==> src/rtl/dipa_pkg.sv <==
// ----------------------------------------------------------------------------
// dipa_pkg
// Types and character codes shared by the dotted IPv4 address parser.
// ----------------------------------------------------------------------------
package dipa_pkg;

  localparam int CHAR_W = 8;
  localparam int ADDR_W = 32;
  localparam int BYTE_W = 8;

  localparam logic [CHAR_W-1:0] CH_NUL   = 8'h00;
  localparam logic [CHAR_W-1:0] CH_TAB   = 8'h09;
  localparam logic [CHAR_W-1:0] CH_CR    = 8'h0D;
  localparam logic [CHAR_W-1:0] CH_SPACE = 8'h20;
  localparam logic [CHAR_W-1:0] CH_DOT   = 8'h2E;
  localparam logic [CHAR_W-1:0] CH_ZERO  = 8'h30;
  localparam logic [CHAR_W-1:0] CH_NINE  = 8'h39;
  localparam logic [CHAR_W-1:0] CH_UC_A  = 8'h41;
  localparam logic [CHAR_W-1:0] CH_UC_F  = 8'h46;
  localparam logic [CHAR_W-1:0] CH_UC_X  = 8'h58;
  localparam logic [CHAR_W-1:0] CH_LC_A  = 8'h61;
  localparam logic [CHAR_W-1:0] CH_LC_F  = 8'h66;
  localparam logic [CHAR_W-1:0] CH_LC_X  = 8'h78;

  typedef enum logic [2:0] {
    PH_START  = 3'd0,
    PH_ZERO   = 3'd1,
    PH_DIGITS = 3'd2,
    PH_SKIP   = 3'd3,
    PH_ERROR  = 3'd4
  } phase_t;

  typedef enum logic [1:0] {
    BASE_DEC = 2'd0,
    BASE_OCT = 2'd1,
    BASE_HEX = 2'd2
  } base_t;

  // Parser state. Only the low byte of each closed part is ever packed,
  // so the stored parts keep just that byte.
  typedef struct packed {
    phase_t            phase;
    base_t             base;
    logic [ADDR_W-1:0] acc;
    logic [1:0]        parts;
    logic [BYTE_W-1:0] part0;
    logic [BYTE_W-1:0] part1;
    logic [BYTE_W-1:0] part2;
  } parse_state_t;

  // Result produced by one character.
  typedef struct packed {
    logic              emit;
    logic [ADDR_W-1:0] address;
    logic              malformed;
  } parse_result_t;

endpackage

==> src/rtl/dipa_step.sv <==
// ----------------------------------------------------------------------------
// dipa_step
// Next-state and result logic for one character of the address string.
// ----------------------------------------------------------------------------
module dipa_step
  import dipa_pkg::*;
(
  input  parse_state_t        st,
  input  logic [CHAR_W-1:0]   ch,
  output parse_state_t        st_nxt,
  output parse_result_t       res
);

  logic              is_dec;
  logic              is_lc_hex;
  logic              is_uc_hex;
  logic              is_space;
  logic              is_digit;
  logic [3:0]        digit;
  base_t             eff_base;
  logic [ADDR_W-1:0] scaled;
  logic [ADDR_W-1:0] packed_addr;
  logic              bad_end;

  always_comb begin
    is_dec    = (ch >= CH_ZERO) && (ch <= CH_NINE);
    is_lc_hex = (ch >= CH_LC_A) && (ch <= CH_LC_F);
    is_uc_hex = (ch >= CH_UC_A) && (ch <= CH_UC_F);
    is_space  = (ch == CH_SPACE) || ((ch >= CH_TAB) && (ch <= CH_CR));
  end

  // Base in force for this character: a part opens in decimal, a leading
  // zero switches it to octal, and "0x" has already set hex.
  always_comb begin
    unique case (st.phase)
      PH_START: eff_base = BASE_DEC;
      PH_ZERO:  eff_base = BASE_OCT;
      default:  eff_base = st.base;
    endcase
  end

  always_comb begin
    is_digit = is_dec || ((eff_base == BASE_HEX) && (is_lc_hex || is_uc_hex));
    if (is_dec) begin
      digit = 4'(ch - CH_ZERO);
    end else if (is_lc_hex) begin
      digit = 4'(ch - CH_LC_A + 8'd10);
    end else begin
      digit = 4'(ch - CH_UC_A + 8'd10);
    end
    unique case (eff_base)
      BASE_HEX: scaled = {st.acc[ADDR_W-5:0], 4'b0};
      BASE_OCT: scaled = {st.acc[ADDR_W-4:0], 3'b0};
      default:  scaled = {st.acc[ADDR_W-4:0], 3'b0} + {st.acc[ADDR_W-2:0], 1'b0};
    endcase
  end

  always_comb begin
    unique case (st.parts)
      2'd0: packed_addr = st.acc;
      2'd1: packed_addr = {st.part0, st.acc[23:0]};
      2'd2: packed_addr = {st.part0, st.part1, st.acc[15:0]};
      default: packed_addr = {st.part0, st.part1, st.part2, st.acc[7:0]};
    endcase
    bad_end = !((st.phase == PH_START) || (st.phase == PH_ZERO) ||
                (st.phase == PH_DIGITS) || (st.phase == PH_SKIP));
  end

  always_comb begin
    st_nxt        = st;
    res.emit      = 1'b0;
    res.address   = bad_end ? {ADDR_W{1'b1}} : packed_addr;
    res.malformed = bad_end;

    if (ch == CH_NUL) begin
      // End of string: report and return to the reset state. The stored
      // parts are left alone; they are rewritten before they are read.
      res.emit     = 1'b1;
      st_nxt.phase = PH_START;
      st_nxt.base  = BASE_DEC;
      st_nxt.acc   = '0;
      st_nxt.parts = 2'd0;
    end else if ((st.phase == PH_START) && (ch == CH_ZERO)) begin
      st_nxt.base  = BASE_OCT;
      st_nxt.phase = PH_ZERO;
    end else if ((st.phase == PH_ZERO) && ((ch == CH_LC_X) || (ch == CH_UC_X))) begin
      st_nxt.base  = BASE_HEX;
      st_nxt.phase = PH_DIGITS;
    end else if ((st.phase == PH_START) || (st.phase == PH_ZERO) ||
                 (st.phase == PH_DIGITS)) begin
      st_nxt.base = eff_base;
      if (is_digit) begin
        st_nxt.acc   = scaled + ADDR_W'(digit);
        st_nxt.phase = PH_DIGITS;
      end else if (ch == CH_DOT) begin
        if (st.parts == 2'd3) begin
          st_nxt.phase = PH_ERROR;
        end else begin
          unique case (st.parts)
            2'd0:    st_nxt.part0 = st.acc[BYTE_W-1:0];
            2'd1:    st_nxt.part1 = st.acc[BYTE_W-1:0];
            default: st_nxt.part2 = st.acc[BYTE_W-1:0];
          endcase
          st_nxt.parts = st.parts + 2'd1;
          st_nxt.acc   = '0;
          st_nxt.base  = BASE_DEC;
          st_nxt.phase = PH_START;
        end
      end else if (is_space) begin
        st_nxt.phase = PH_SKIP;
      end else begin
        st_nxt.phase = PH_ERROR;
      end
    end else if (st.phase != PH_SKIP) begin
      // Error phase and unused codes both settle in the error phase.
      st_nxt.phase = PH_ERROR;
    end
  end

endmodule

==> src/rtl/dotted_ipv4_address_parser.sv <==
// ----------------------------------------------------------------------------
// dotted_ipv4_address_parser
// Streaming parser of dotted-quad IPv4 address strings, one character a cycle while the output is not stalled.
// ----------------------------------------------------------------------------
// The input channel carries one ASCII character per request on in_tdata; a
// zero byte ends the string. Parts are decimal, octal after a leading zero,
// or hex after "0x"/"0X", and are packed as a, a.b, a.b.c or a.b.c.d with
// the first part in the top byte. Only the terminator produces a request on
// the output channel: out_tdata holds the address in host order and
// out_tuser flags a malformed string, in which case the address is all ones.
//
// Throughput is one character per cycle while the output is not stalled: the
// character register feeds the per-character decode and accumulator update
// (a shift-add on 32 bits), and the result lands in the output register in
// the same step. Once the terminator is in the character register, out_tvalid
// rises when it moves on into the output register; a stall can hold it there.
//
// Reset (rst_n low, synchronous) empties both registers and returns the
// parser to the start of a new string. When the receiver stalls, the result
// waits in the output register; the character register still takes one more
// character, after which in_tready drops until out_tready frees the slot.
// ----------------------------------------------------------------------------
module dotted_ipv4_address_parser
  import dipa_pkg::*;
(
  input  logic              clk,
  input  logic              rst_n,
  // Input channel. in_tdata: character [7:0].
  input  logic              in_tvalid,
  output logic              in_tready,
  input  logic [CHAR_W-1:0] in_tdata,
  // Output channel. out_tdata: address [31:0]. out_tuser: malformed [0].
  output logic              out_tvalid,
  input  logic              out_tready,
  output logic [ADDR_W-1:0] out_tdata,
  output logic [0:0]        out_tuser
);

  logic              in_valid_r;
  logic [CHAR_W-1:0] in_char_r;
  logic              out_valid_r;
  logic [ADDR_W-1:0] out_addr_r;
  logic              out_bad_r;
  parse_state_t      st_r;
  parse_state_t      st_nxt;
  parse_result_t     res;
  logic              advance;

  // The held character moves on whenever the output slot is free or is
  // being emptied in this cycle; characters without a result never wait
  // on anything else, but keeping one rule keeps the order simple.
  assign advance   = in_valid_r && (!out_valid_r || out_tready);
  assign in_tready = !in_valid_r || advance;

  dipa_step u_step (
    .st     (st_r),
    .ch     (in_char_r),
    .st_nxt (st_nxt),
    .res    (res)
  );

  // The stored parts are rewritten before they are read, so they take no
  // reset value.
  always_ff @(posedge clk) begin
    if (!rst_n) begin
      in_valid_r  <= 1'b0;
      out_valid_r <= 1'b0;
      st_r.phase  <= PH_START;
      st_r.base   <= BASE_DEC;
      st_r.acc    <= '0;
      st_r.parts  <= 2'd0;
    end else begin
      if (in_tready) begin
        in_valid_r <= in_tvalid;
      end
      if (advance) begin
        st_r.phase  <= st_nxt.phase;
        st_r.base   <= st_nxt.base;
        st_r.acc    <= st_nxt.acc;
        st_r.parts  <= st_nxt.parts;
        st_r.part0  <= st_nxt.part0;
        st_r.part1  <= st_nxt.part1;
        st_r.part2  <= st_nxt.part2;
        out_valid_r <= res.emit;
      end else if (out_tready) begin
        out_valid_r <= 1'b0;
      end
    end
  end

  // Payload registers need no reset.
  always_ff @(posedge clk) begin
    if (in_tready && in_tvalid) begin
      in_char_r <= in_tdata;
    end
    if (advance && res.emit) begin
      out_addr_r <= res.address;
      out_bad_r  <= res.malformed;
    end
  end

  assign out_tvalid   = out_valid_r;
  assign out_tdata    = out_addr_r;
  assign out_tuser[0] = out_bad_r;

endmodule
==> config.mk <==
export PLATFORM = sky130hd
export DESIGN_NAME = dotted_ipv4_address_parser
export DESIGN_NICKNAME = d
export VERILOG_FILES = /design/src/rtl/dipa_pkg.sv /design/src/rtl/dipa_step.sv /design/src/rtl/dotted_ipv4_address_parser.sv
export SDC_FILE = /design/constraint.sdc
export NUM_CORES = 1
export LEC_CHECK = 0
export ABC_AREA = 0
export BUFFER_PORTS_ARGS = -buffer_cell sky130_fd_sc_hd__buf_4
export CAP_MARGIN = 10
export CORE_MARGIN = 2
export CORE_UTILIZATION = 35
export DETAILED_ROUTE_END_ITERATION = 7
export GPL_TIMING_DRIVEN = 0
export SYNTH_ARGS = -nofsm -noshare
export SYNTH_HDL_FRONTEND = slang
export SYNTH_SLANG_ARGS = --single-unit
==> constraint.sdc <==
create_clock -name clk -period 5.9 [get_ports clk]
set_input_delay 0.885 -clock clk [delete_from_list [all_inputs] [get_ports clk]]
set_output_delay 0.885 -clock clk [all_outputs]
set_load 0.05 [all_outputs]
Word level (Yosys, flattened, before mapping)
Cells that the tools add are included.

Register bits: 106. Output and inout bits: 35.

$add $sub $neg: 8. $lt $le $gt $ge: 8. Eq/ne operators: 24. Muxes and demuxes: 33. Bitwise logic cells: 4. Reduce and logical (&&, ||, !) cells: 39.

Operators by type and width (number): two-way mux 60 bit (8); two-way mux 58 bit (2); case mux 32 bit (3 select lines) (1); case mux 32 bit (2 select lines) (1); two-way mux 39 bit (1); adder 32 bit (1); adder 32 x 4 -> 32 bit (1); two-way mux 32 bit (1); inequality test 6 x 5 -> 1 bit (second input constant) (5); AND reduction 10 bit (3); two-way mux 26 bit (1); equality test 8 x 6 -> 1 bit (second input constant) (3); two-way mux 8 bit (3); two-way mux 3 bit (6); equality test 8 x 7 -> 1 bit (second input constant) (2); greater-or-equal comparator 8 x 7 -> 1 bit (second input constant) (2); <= comparator 8 x 7 -> 1 bit (second input constant) (2); subtractor 4 x 1 -> 4 bit (second input constant) (3); logical AND 1 bit (10); two-way mux 5 bit (2); logical OR 1 bit (9); adder 4 bit (second input constant) (2); greater-or-equal comparator 8 x 4 -> 1 bit (second input constant) (1); greater-or-equal comparator 8 x 6 -> 1 bit (second input constant) (1); 28 further kinds (45).

Depth between registers and ports, before layout
Gate-level depths: netlist of run 1.

Depth in word-level cells: 15. Mapped depth: 22. Mapped depth without buffers: 17.

Hierarchy
From an unflattened synthesis of run 1, not the netlist that was laid out.

Cell total of the unflattened synthesis: 940. Area total of the unflattened synthesis: 8280.4 um^2.

By module, submodules not included: dipa_step (instances 1, cells each 692, area an instance 4631.9 um^2); dotted_ipv4_address_parser (instances 1, cells each 248, area an instance 3648.5 um^2).

Least setup slack after synthesis of run 1
No wires, ideal clock.

Kind: register to register. From: reg st_r[62] (netlist bit). To: reg st_r[57] (netlist bit). Library setup time: 124 ps. Arrival: 4470 ps. Required time: 5776 ps. Setup slack: 1305 ps. Cell stages (with the launch flop): 22. Path buffers: 7. Period minus slack after synthesis: 4595 ps. Path through: dfxtp_1 clkbuf_1 or2_2 mux2i_1 inv_1 ha_1 buf_2 buf_2 buf_1 buf_2 clkbuf_1 and2_1 ha_1 fa_1 a21o_1 nand3_1 or3_1 buf_6 nor4b_4 nand4_1 xnor2_1 o21ai_1.

Cells in the longest elaborated chain, start to end: 10. Elaborated cells on any way between the ends: 25. Classes of those cells: 1 x add/sub; 7 x eq/ne; 7 x mux; 10 x reduce/logical.

RTL lines: start: declaration (RTL line dotted_ipv4_address_parser.sv:44) `parse_state_t st_r;`; equality test 3 x 1 -> 1 bit / logical NOT 3 bit (equally long branches); case mux 2 bit (2 select lines) (RTL line dipa_step.sv:35) `unique case (st.phase)`; equality test 2 x 1 -> 1 bit / equality test 2 bit (equally long branches) (RTL line dipa_step.sv:51, dipa_step.sv:43); case mux 32 bit (2 select lines) / logical AND 1 bit (equally long branches) (RTL line dipa_step.sv:51, dipa_step.sv:43); adder 32 x 4 -> 32 bit / logical OR 1 bit (equally long branches) (RTL line dipa_step.sv:93, dipa_step.sv:43); two-way mux 32 bit (RTL line dipa_step.sv:92) `if (is_digit) begin`; two-way mux 60 bit (RTL line dipa_step.sv:89) `end else if ((st.phase == PH_START) || (st.phase == PH_ZERO) ||`; two-way mux 58 bit (RTL line dipa_step.sv:86) `end else if ((st.phase == PH_ZERO) && ((ch == CH_LC_X) || (ch == CH_UC_X))) begin`; two-way mux 58 bit (RTL line dipa_step.sv:83) `end else if ((st.phase == PH_START) && (ch == CH_ZERO)) begin`; two-way mux 39 bit (RTL line dipa_step.sv:75) `if (ch == CH_NUL) begin`.

Several ways; a longest one is shown, not always the timed one. The select of a mux whose other input is x is not followed. A chain may end at the register's enable or synchronous reset.

Worst setup path in the final report of run 1
Ends and elaborated chain as after synthesis.

==> out/summary.md, run 1 <==
• outcome: finished, final reports clean
• Clk pwr share: 0.385
• via count normalized by instance count: 5.646
• clock-pin transition on the worst setup and hold timing paths: 0.07 ns
• transition time at the pin with the least slew margin: 0.9482 ns
• Post-synth ARST share: 0
• number of design-rule violations left by the first detailed-router iteration: 491
• power share of the sequential group: 0.523
• share of layout cells above drive strength 1: 0.1442
• clock root cell: clkbuf_16
• worst reg-to-reg path cell count: 19
• number of global-route vias before repair: 5932
• number of max-slew violations in the final report: 0
• number of rows created at floorplan: 53
• buffers inserted during post-CTS setup optimization: 0
• share of synthesized area occupied by flip-flops and latches: 0.3756
• antenna violations before repair: 0
• Final Hold Vio Count: 0
• sw frac: 0.2490
• net switching power: 379.2 uW
• deepest clock path buffer count: 2
• Setup violations, final: 0
• Hold Crit Start: st_r[57]
• number of stages on the worst hold path: 2
• warning count from the yosys run: 0
• width of the chip: 149.2 um
• ports placed on the boundary: 47
• cell area after synthesis: 0.007382 mm^2
• post-detailed-route wirelength per cell: 18.04 um
• Critical Path Sink Type: register
• CP arrival: 5.51 ns
• later-pin clock latency in the skew report: 0.35 ns
• setup clock skew after layout: 0.009381 ns
• post-route setup slack: 0.6292 ns
• post-placement cell count: 1113
• largest net degree at the start of global routing: 34
• primary flip-flop cell chosen by synthesis mapping: edfxtp_1
• nets in the synthesized netlist: 847
• pwr dens: 181.8 mW/mm^2
• initial standard-cell utilization of the core: 0.3534
• setup repair after global routing missed its margin: no
• Gates resized, CTS repair: 0
• kind of critical path: reg2reg
• count of mapped cells out of synthesis: 792
• type of the tightest min-delay check: reg2reg
• total core area: 0.02089 mm^2
• setup slack after placement: -0.02933 ns
• DR pass1 iterations: 6
• total die area: 0.02227 mm^2
• total track usage: 0.1861
• worst rel slew slack: 0.3679
• GR Overflow Total: 0
• DPL Wire Length: 15.72 mm
• time the final worst path needs with I/O delays and setup: 5.271 ns
• critical path peak fanout: 19
• static power due to leakage: 3.157 nW
• number of synthesized flops with an enable pin: 65
• post-detailed-routing wire length: 20.35 mm
• count of max-cap constraint violations: 0
• FF-to-FF setup slack: 0.63 ns
• maximum level of the CTS H-tree: 3
• RR Endpoint: st_r[57]
• TritonCTS clock tree: built
• synthesized area divided by synthesized cell count: 9.321 um^2
• IR Drop Worst-Case VDD: 0.1487 mV
• Routed Antenna Nets: 0
• final standard cell count with taps included and fillers excluded: 1128
• post-route clock period utilization: 0.8934
• Hold Path Sink: st_r[57]
• share of total power in combinational logic: 0.092
• wire length of the first global-routing pass: 32.68 mm
• Ant. Diodes: 0
• total internal power: 1.144 mW
• source of the worst register-to-register timing path: st_r[62]
• CP required: 6.14 ns
• startpoint type of the worst setup path: register
• count of different cell masters after synthesis: 85
• clk sink count: 106
• overall power after layout: 1.523 mW
• total vias in the final route: 6369
• number of buffers added by the clock tree synthesis step: 9
• area added between synthesis and finish: 13.49%
• Remaining DRCs: 0
• die boundary height: 149.2 um
• Achievable Freq: 189.7 MHz
• Buffers on Ports: 46
• Yosys reg bits: 106
• gp weighted congestion: 0.8999
• net count of the finished layout: 903
[worst max path at each step]
| stage | from | to | slack [ns] | depth (start not counted) |
|---|---|---|---|---|
| CTS | st_r[62] | st_r[57] | 0.33 | 20 |
| finish | st_r[62] | st_r[57] | 0.63 | 19 |
| detailed placement | st_r[62] | st_r[57] | -0.03 | 21 |
| global route | st_r[62] | st_r[57] | 0.27 | 19 |
| floorplan | st_r[62] | st_r[57] | 1.31 | 21 |
| global placement | st_r[62] | st_r[57] | -0.03 | 21 |
[through the flow]
step                      setup TNS, ns    util  instance area, um^2  hold WS, ns
final                                 0  0.4011                 8378       0.4684
after global routing                  0  0.4011                 8378       0.4895
after CTS                             0  0.3999                 8354       0.4708
after detailed placement       -0.02933  0.3864                 8071       0.4602
after global placement         -0.03058  0.3864                 8071       0.4541
after floorplan                       0       -                 7382       0.4253
[layout make-up]
| cell class | count | area (um^2) |
|---|---|---|
| clock buffers | 10 | 229.0 |
| repair buffers | 47 | 372.9 |
| well taps | 275 | 344.1 |
| inverters | 20 | 75.07 |
| clock inverters | 6 | 57.56 |
| multi-input cells | 620 | 4327 |
| fillers | 2122 | 12510 |
| plain buffers | 44 | 200.2 |
| flip-flops and latches | 106 | 2773 |
[power by group through the flow]
stage | clock [mW] | sequential [mW] | combinational, mW
2_1_floorplan | 0 | 0.812 | 0.102
3_3_place_gp | 0 | 0.813 | 0.139
3_5_place_dp | 0 | 0.813 | 0.140
4_1_cts | 0.599 | 0.796 | 0.141
5_1_grt | 0.626 | 0.797 | 0.156
6_report | 0.586 | 0.796 | 0.141
[synth_stat cells, types with 22 or more instances]
| master | instances | share of area |
|---|---|---|
| a221o_1 | 34 | 0.046 |
| o21ai_0 | 33 | 0.022 |
| dfxtp_1 | 41 | 0.11 |
| nor2b_1 | 27 | 0.023 |
| nor2_1 | 60 | 0.031 |
| clkbuf_1 | 22 | 0.011 |
| nand2_1 | 74 | 0.038 |
| a21oi_1 | 46 | 0.031 |
| edfxtp_1 | 65 | 0.26 |
| xnor2_1 | 31 | 0.037 |
| ha_1 | 41 | 0.069 |
[repair_timing]
| action | in CTS | in global routing |
|---|---|---|
| hold buffers | 0 | 0 |
| gates cloned | 0 | 0 |
| pin swaps | 0 | 0 |
| endpoints found under the hold margin | 0 | 0 |
| endpoints found under the setup margin | 1 | 3 |
[flip-flops by register name (all words and copies together), names as in the netlist]
name        flops
out_tvalid      1
st_r           63
in_valid_r      1
in_char_r       8
out_tuser       1
out_tdata      32
[routing by layer]
metal,track usage,part of all wire
met5,0,0
met3,0.03089,0.045
met2,0.3007,0.46
met4,0.03857,0.012
met1,0.2632,0.48
[logic make-up after synthesis]
| family | Yosys count | synth area share |
|---|---|---|
| xor gates and xnor gates | 43 | 0.05102 |
| AOI/OAI and AO/OA | 249 | 0.2500 |
| adders and majority gates | 43 | 0.07492 |
| muxes | 5 | 0.006949 |
| and+or+nand+nor | 280 | 0.2032 |
| buffers and inverters | 66 | 0.03830 |
| DFF | 106 | 0.3756 |
[cells in the final DEF (no fill, tap or decap), types with 11 or more instances in the layout]
master / netlist / layout
buf_2: 19 / 19
or2_2: 13 / 13
buf_4: 1 / 47
xor2_1: 12 / 12
xnor2_1: 31 / 31
nor2b_1: 27 / 27
inv_1: 19 / 19
o21ai_1: 12 / 12
and2_1: 14 / 14
ha_1: 41 / 41
nand2_1: 74 / 74
a31oi_1: 11 / 11
a221oi_1: 15 / 15
nor2_1: 60 / 60
a221o_1: 34 / 34
nor3_1: 19 / 19
a22oi_1: 19 / 19
edfxtp_1: 65 / 65
o21ai_0: 33 / 33
clkbuf_1: 22 / 22
a21oi_1: 46 / 46
nand4_1: 14 / 14
dfxtp_1: 41 / 41
[critical path, cell delays in order (launching register included)]
cell	delay, ns
dfxtp_1	0.31
clkbuf_1	0.42
or2_2	0.26
mux2i_1	0.38
inv_1	0.09
ha_1	0.38
buf_2	0.28
buf_2	0.39
buf_2	0.40
and2_1	0.21
ha_1	0.18
fa_1	0.21
a21o_1	0.19
nand3_1	0.16
or3_1	0.41
buf_6	0.16
nor4b_4	0.32
nand4_1	0.15
xnor2_1	0.19
o21ai_1	0.07
No activity file was read; power rests on OpenSTA's default activity.
==> run 2: changes to the inputs <==
- SYNTH_HIERARCHICAL: unset -> 1
==> run 2 against run 1 <==
- worst hold slack got worse by 0.0058 ns
- combinational power decreased by 14%
- highest routed layer unchanged
- wire length increased by 21%
- critical path depth did not move
- utilization fell by 0.20 points
- non-clock buffer count is 13 higher
- via count up 17%
- cell area rose by 11%
- final cell count increased by 17%
==> out/summary.md, run 2 <==
• final standard cell count with taps included and fillers excluded: 1319
• overall power after layout: 1.515 mW
• CP arrival: 5.74 ns
• Remaining DRCs: 0
• Yosys reg bits: 106
• buffers inserted during post-CTS setup optimization: 0
• Setup violations, final: 0
• clk sink count: 106
• static power due to leakage: 3.470 nW
• outcome: finished, final reports clean
• count of mapped cells out of synthesis: 940
• met3 wire length: 1.265 mm
• post-route clock period utilization: 0.9260
• Final Hold Vio Count: 0
• transition time at the pin with the least slew margin: 1.121 ns
• total die area: 0.02490 mm^2
• maximum level of the CTS H-tree: 3
• number of buffers added by the clock tree synthesis step: 9
• area added between synthesis and finish: 12.45%
• ports placed on the boundary: 47
• via count normalized by instance count: 5.668
• FF-to-FF setup slack: 0.44 ns
• quantity of hold-fixing buffers added after cts: 0
• startpoint type of the worst setup path: register
• CP required: 6.18 ns
• worst rel slew slack: 0.2470
• setup clock skew after layout: 0.008066 ns
• DPL Wire Length: 18.77 mm
• number of global-route vias before repair: 6923
• deepest clock path buffer count: 2
• worst hold slack across all endpoints: 0.4626 ns
• number of max-slew violations in the final report: 0
• nets in the synthesized netlist: 992
• Achievable Freq: 183.0 MHz
• post-detailed-route wirelength per cell: 18.72 um
• TritonCTS clock tree: built
• Post-synth ARST share: 0
• DR top layer: met4
• top register by number of flip-flops: st_r
• die boundary height: 157.8 um
• width of the chip: 157.8 um
• IR Drop Worst-Case VDD: 0.1232 mV
• type of the tightest min-delay check: reg2reg
• leading cell type by number of instances after synthesis: nand2_1
• count of different cell masters after synthesis: 88
• time the final worst path needs with I/O delays and setup: 5.463 ns
• post-detailed-routing wire length: 24.69 mm
• Critical Path Sink Type: register
• clock-pin transition on the worst setup and hold timing paths: 0.07 ns
• number of rows created at floorplan: 56
• library cell occupying the most area in the post-synthesis netlist: edfxtp_1
• share of synthesized area occupied by flip-flops and latches: 0.3348
• commonest cells in the synthesized netlist: nand2_1, nor2_1, edfxtp_1
• total track usage: 0.1980
• kind of critical path: reg2reg
• setup repair after global routing missed its margin: no
• primary flip-flop cell chosen by synthesis mapping: edfxtp_1
• cell area after synthesis: 0.008280 mm^2
• GR Overflow Total: 0
• synthesized area divided by synthesized cell count: 8.809 um^2
• most frequent standard cell in the layout excluding fill and tap cells: nand2_1
• share of layout cells above drive strength 1: 0.1430
• post-synth top area share: 0.2357
• wire length on met2: 11.75 mm
• post-placement cell count: 1304
• total vias in the final route: 7476
• Gates resized, CTS repair: 3
• count of max-cap constraint violations: 0
• met1 wire length: 11.23 mm
• most area-consuming cells after synthesis: edfxtp_1, dfxtp_1, nand2_1, ha_1, mux2i_1
• number of synthesized flops with an enable pin: 65
• DR pass1 iterations: 6
• max FFs per register: 63
• net count of the finished layout: 1047
• number of design-rule violations left by the first detailed-router iteration: 519
• cell area reported after detailed placement: 0.009025 mm^2
• antenna violations before repair: 0
• Buffers on Ports: 45
• Ant. Diodes: 0
• later-pin clock latency in the skew report: 0.35 ns
• post-route cell area: 0.009311 mm^2
• most frequent cells in the layout: nand2_1, nor2_1, edfxtp_1, a21oi_1, buf_4
• wire length of the first global-routing pass: 38.37 mm
• pwr dens: 162.7 mW/mm^2
• gp weighted congestion: 0.9377
• aggregate negative setup slack: 0 ns
• total core area: 0.02333 mm^2
• Routed Antenna Nets: 0
• critical path peak fanout: 19
• Filler Cell Count: 2338
• clock root cell: clkbuf_16
• largest net degree at the start of global routing: 34
• warning count from the yosys run: 6
• initial standard-cell utilization of the core: 0.3549
run 2: cell types whose count changed after synthesis, sizes merged, moves of 11 or more:
| cell | delta |
|---|---|
| a211o | +26 |
| a221o | -25 |
| clkbuf | +22 |
| mux2 | +29 |
| mux2i | +39 |
| nand2 | +87 |
| xnor2 | -11 |
run 2: power by group:
part / total, mW / internal (mW) / switching, mW
clock: 0.591 / 0.295 / 0.295
sequential: 0.803 / 0.794 / 0.00955
combinational: 0.121 / 0.0502 / 0.0712
run 2: worst max-delay path, stage by stage, from the launching register on:
cell,delay (ns)
dfxtp_1,0.39
nor2_1,0.26
mux2_2,0.42
ha_1,0.29
clkbuf_1,0.30
clkbuf_2,0.31
buf_2,0.40
clkbuf_2,0.33
and2_1,0.18
ha_1,0.18
fa_1,0.22
a21oi_1,0.10
nor2_1,0.30
nand3_1,0.30
nor3_2,0.39
nand2_1,0.17
or4_1,0.41
o211ai_1,0.21
nand2_1,0.07
mux2i_1,0.14
run 2: final timing paths:
path | startpoint | end | depth (start not counted)
min | st_r[24] | st_r[24] | 2
max | st_r[61] | st_r[57] | 19
min reg2reg | st_r[24] | st_r[24] | 2
max reg2reg | st_r[61] | st_r[57] | 19
run 2: cell families (layout without fill, tap and decap cells):
logic type | count (synthesis) | after routing | synth area share
xor+xnor | 35 | 35 | 0.03702
compound gates | 234 | 234 | 0.2035
fa+ha+maj | 40 | 40 | 0.06226
flops | 106 | 106 | 0.3348
simple gates | 377 | 377 | 0.2259
buf+inv | 75 | 135 | 0.04367
mux | 73 | 73 | 0.09278
run 2: metrics by stage:
step,worst slack (ns),util
finish,0.4369,0.3991
CTS,0.02369,0.3992
global route,0.05454,0.3991
floorplan,1.103,-
global placement,-0.3423,0.3865
detailed placement,-0.4215,0.3868
run 2: routing by layer:
layer / vias to the layer above / track usage
met1: 3599 / 0.2705
met5: - / 0
li1: 3605 / -
met2: 237 / 0.3246
met4: 0 / 0.05758
met3: 35 / 0.02874
run 2: cell type report:
type | count | area, um^2 | area share
Buffer | 59 | 306.5 | 0.03292
Clock inverter | 7 | 60.06 | 0.006450
Sequential cell | 106 | 2773 | 0.2978
Clock buffer | 9 | 225.2 | 0.02419
Inverter | 15 | 56.30 | 0.006047
Multi-Input combinational cell | 759 | 5154 | 0.5535
Timing Repair Buffer | 45 | 337.8 | 0.03628
Tap cell | 319 | 399.1 | 0.04286
==> run 3: changes to the inputs <==
- CORE_UTILIZATION: 35 -> 55
- PLACE_DENSITY: unset -> 0.73
==> run 3 against run 2 <==
- register-to-register slack improved by 0.06 ns
- sequential power hardly changed
- final cell count is 10% lower
- first-iteration DRC count rose by 38%
==> out/summary.md, run 3 (synthesis results as in run 2) <==
• outcome: finished, final reports clean
• number of stages on the worst hold path: 2
• wire length of the first global-routing pass: 35.70 mm
• source of the worst register-to-register timing path: st_r[62]
• ports placed on the boundary: 47
• setup clock skew after layout: 0.005925 ns
• post-route setup slack: 0.4937 ns
• most frequent standard cell in the layout excluding fill and tap cells: nand2_1
• max FFs per register: 63
• area added between synthesis and finish: 10.68%
• final standard cell count with taps included and fillers excluded: 1184
• time the final worst path needs with I/O delays and setup: 5.406 ns
• worst rel slew slack: 0.2736
• antenna violations before repair: 0
• total die area: 0.01605 mm^2
• number of rows created at floorplan: 44
• IR Drop Worst-Case VDD: 0.1627 mV
• clk sink count: 106
• total track usage: 0.2793
• total core area: 0.01464 mm^2
• buffers inserted during post-CTS setup optimization: 0
• CP arrival: 5.68 ns
• number of design-rule violations left by the first detailed-router iteration: 718
• most frequent cells in the layout: nand2_1, nor2_1, edfxtp_1, a21oi_1, buf_4
• clock root cell: clkbuf_16
• number of max-slew violations in the final report: 0
• gp weighted congestion: 0.9065
• TritonCTS clock tree: built
• deepest clock path buffer count: 2
• maximum level of the CTS H-tree: 3
• later-pin clock latency in the skew report: 0.34 ns
• Hold Path Sink: st_r[24]
• Remaining DRCs: 0
• clock-pin transition on the worst setup and hold timing paths: 0.07 ns
• GR Overflow Total: 0
• Hold Crit Start: st_r[24]
• worst hold slack across all endpoints: 0.4643 ns
• total vias in the final route: 7568
• share of layout cells above drive strength 1: 0.1430
• critical path peak fanout: 10
• number of global-route vias before repair: 6900
• cell area reported after detailed placement: 0.008856 mm^2
• Ant. Diodes: 0
• post-placement cell count: 1169
• top register by number of flip-flops: st_r
• transition time at the pin with the least slew margin: 1.081 ns
• static power due to leakage: 3.487 nW
• Achievable Freq: 185.0 MHz
• Routed Antenna Nets: 0
• setup repair after global routing missed its margin: no
• type of the tightest min-delay check: reg2reg
• die boundary height: 126.7 um
• RR Endpoint: st_r[57]
• post-detailed-route wirelength per cell: 19.21 um
• CP required: 6.18 ns
• setup slack after placement: -0.2836 ns
• post-route cell area: 0.009165 mm^2
• largest net degree at the start of global routing: 34
• Final Hold Vio Count: 0
• DR pass1 iterations: 5
• FF-to-FF setup slack: 0.49 ns
• via count normalized by instance count: 6.392
• post-detailed-routing wire length: 22.75 mm
• net count of the finished layout: 1047
• number of buffers added by the clock tree synthesis step: 9
• count of max-cap constraint violations: 0
• pwr dens: 167.0 mW/mm^2
• Setup violations, final: 0
• initial standard-cell utilization of the core: 0.5654
• Buffers on Ports: 45
• DPL Wire Length: 16.83 mm
• post-route clock period utilization: 0.9163
• Critical Path Sink Type: register
• aggregate negative setup slack: 0 ns
• worst reg-to-reg path cell count: 18
• kind of critical path: reg2reg
• startpoint type of the worst setup path: register
• width of the chip: 126.7 um
run 3: how the worst max path moves through the flow:
stage | to | depth (start not counted) | start | slack [ns]
after floorplan | st_r[57] | 20 | st_r[61] | 1.10
after global placement | st_r[57] | 20 | st_r[62] | -0.20
after detailed placement | st_r[57] | 20 | st_r[62] | -0.28
after CTS | st_r[57] | 20 | st_r[62] | 0.17
after global routing | st_r[57] | 18 | st_r[62] | 0.09
final | st_r[57] | 18 | st_r[62] | 0.49
run 3: timing repair:
| action | 4_1_cts | 5_1_grt |
|---|---|---|
| setup endpoints to repair | 4 | 9 |
| hold buffers | 0 | 0 |
| resized for setup | 3 | 4 |
| hold endpoints to repair | 0 | 0 |
run 3: layout make-up:
cell class	count	area (um^2)
Sequential cell	106	2773
Buffer	59	309.0
Multi-Input combinational cell	759	5154
Clock inverter	5	52.55
Inverter	15	56.30
Clock buffer	11	252.7
Timing Repair Buffer	45	337.8
Fill cell	1281	5479
Tap cell	184	230.2
run 3: per-stage QoR:
step / utilization / total power [mW]
2_1_floorplan: - / 0.9037
3_3_place_gp: 0.6042 / 0.9357
3_5_place_dp: 0.6048 / 0.9368
4_1_cts: 0.6259 / 1.533
5_1_grt: 0.6259 / 1.574
6_report: 0.6259 / 1.530
run 3: worst max-delay path, cell delays in order (launching register included):
cell and delay [ns]:
dfxtp_1 0.38, clkbuf_2 0.24, o21ai_0 0.41, ha_1 0.32
clkbuf_1 0.39, clkbuf_1 0.43, clkbuf_1 0.49, nand2_1 0.12
o21ai_0 0.18, ha_1 0.20, a21oi_1 0.11, nor2_1 0.37
nand3_1 0.31, nor3_2 0.41, nand2_1 0.18, or4_1 0.42
o211ai_1 0.20, nand2_1 0.07, mux2i_1 0.13
run 3: power by group:
| group | total, mW | leakage, nW | switching [mW] | internal, mW |
|---|---|---|---|---|
| Clock | 0.606 | 0.153 | 0.256 | 0.350 |
| Combinational | 0.120 | 2.44 | 0.0702 | 0.0501 |
| Sequential | 0.804 | 0.890 | 0.00968 | 0.794 |
| Total | 1.53 | 3.49 | 0.336 | 1.19 |
run 3: routing by layer:
metal,vias up,GRT usage,part of all wire
li1,3596,-,-
met1,3633,0.3898,0.45
met2,302,0.4582,0.46
met3,37,0.04386,0.068
met4,0,0.06917,0.018
met5,-,0,0
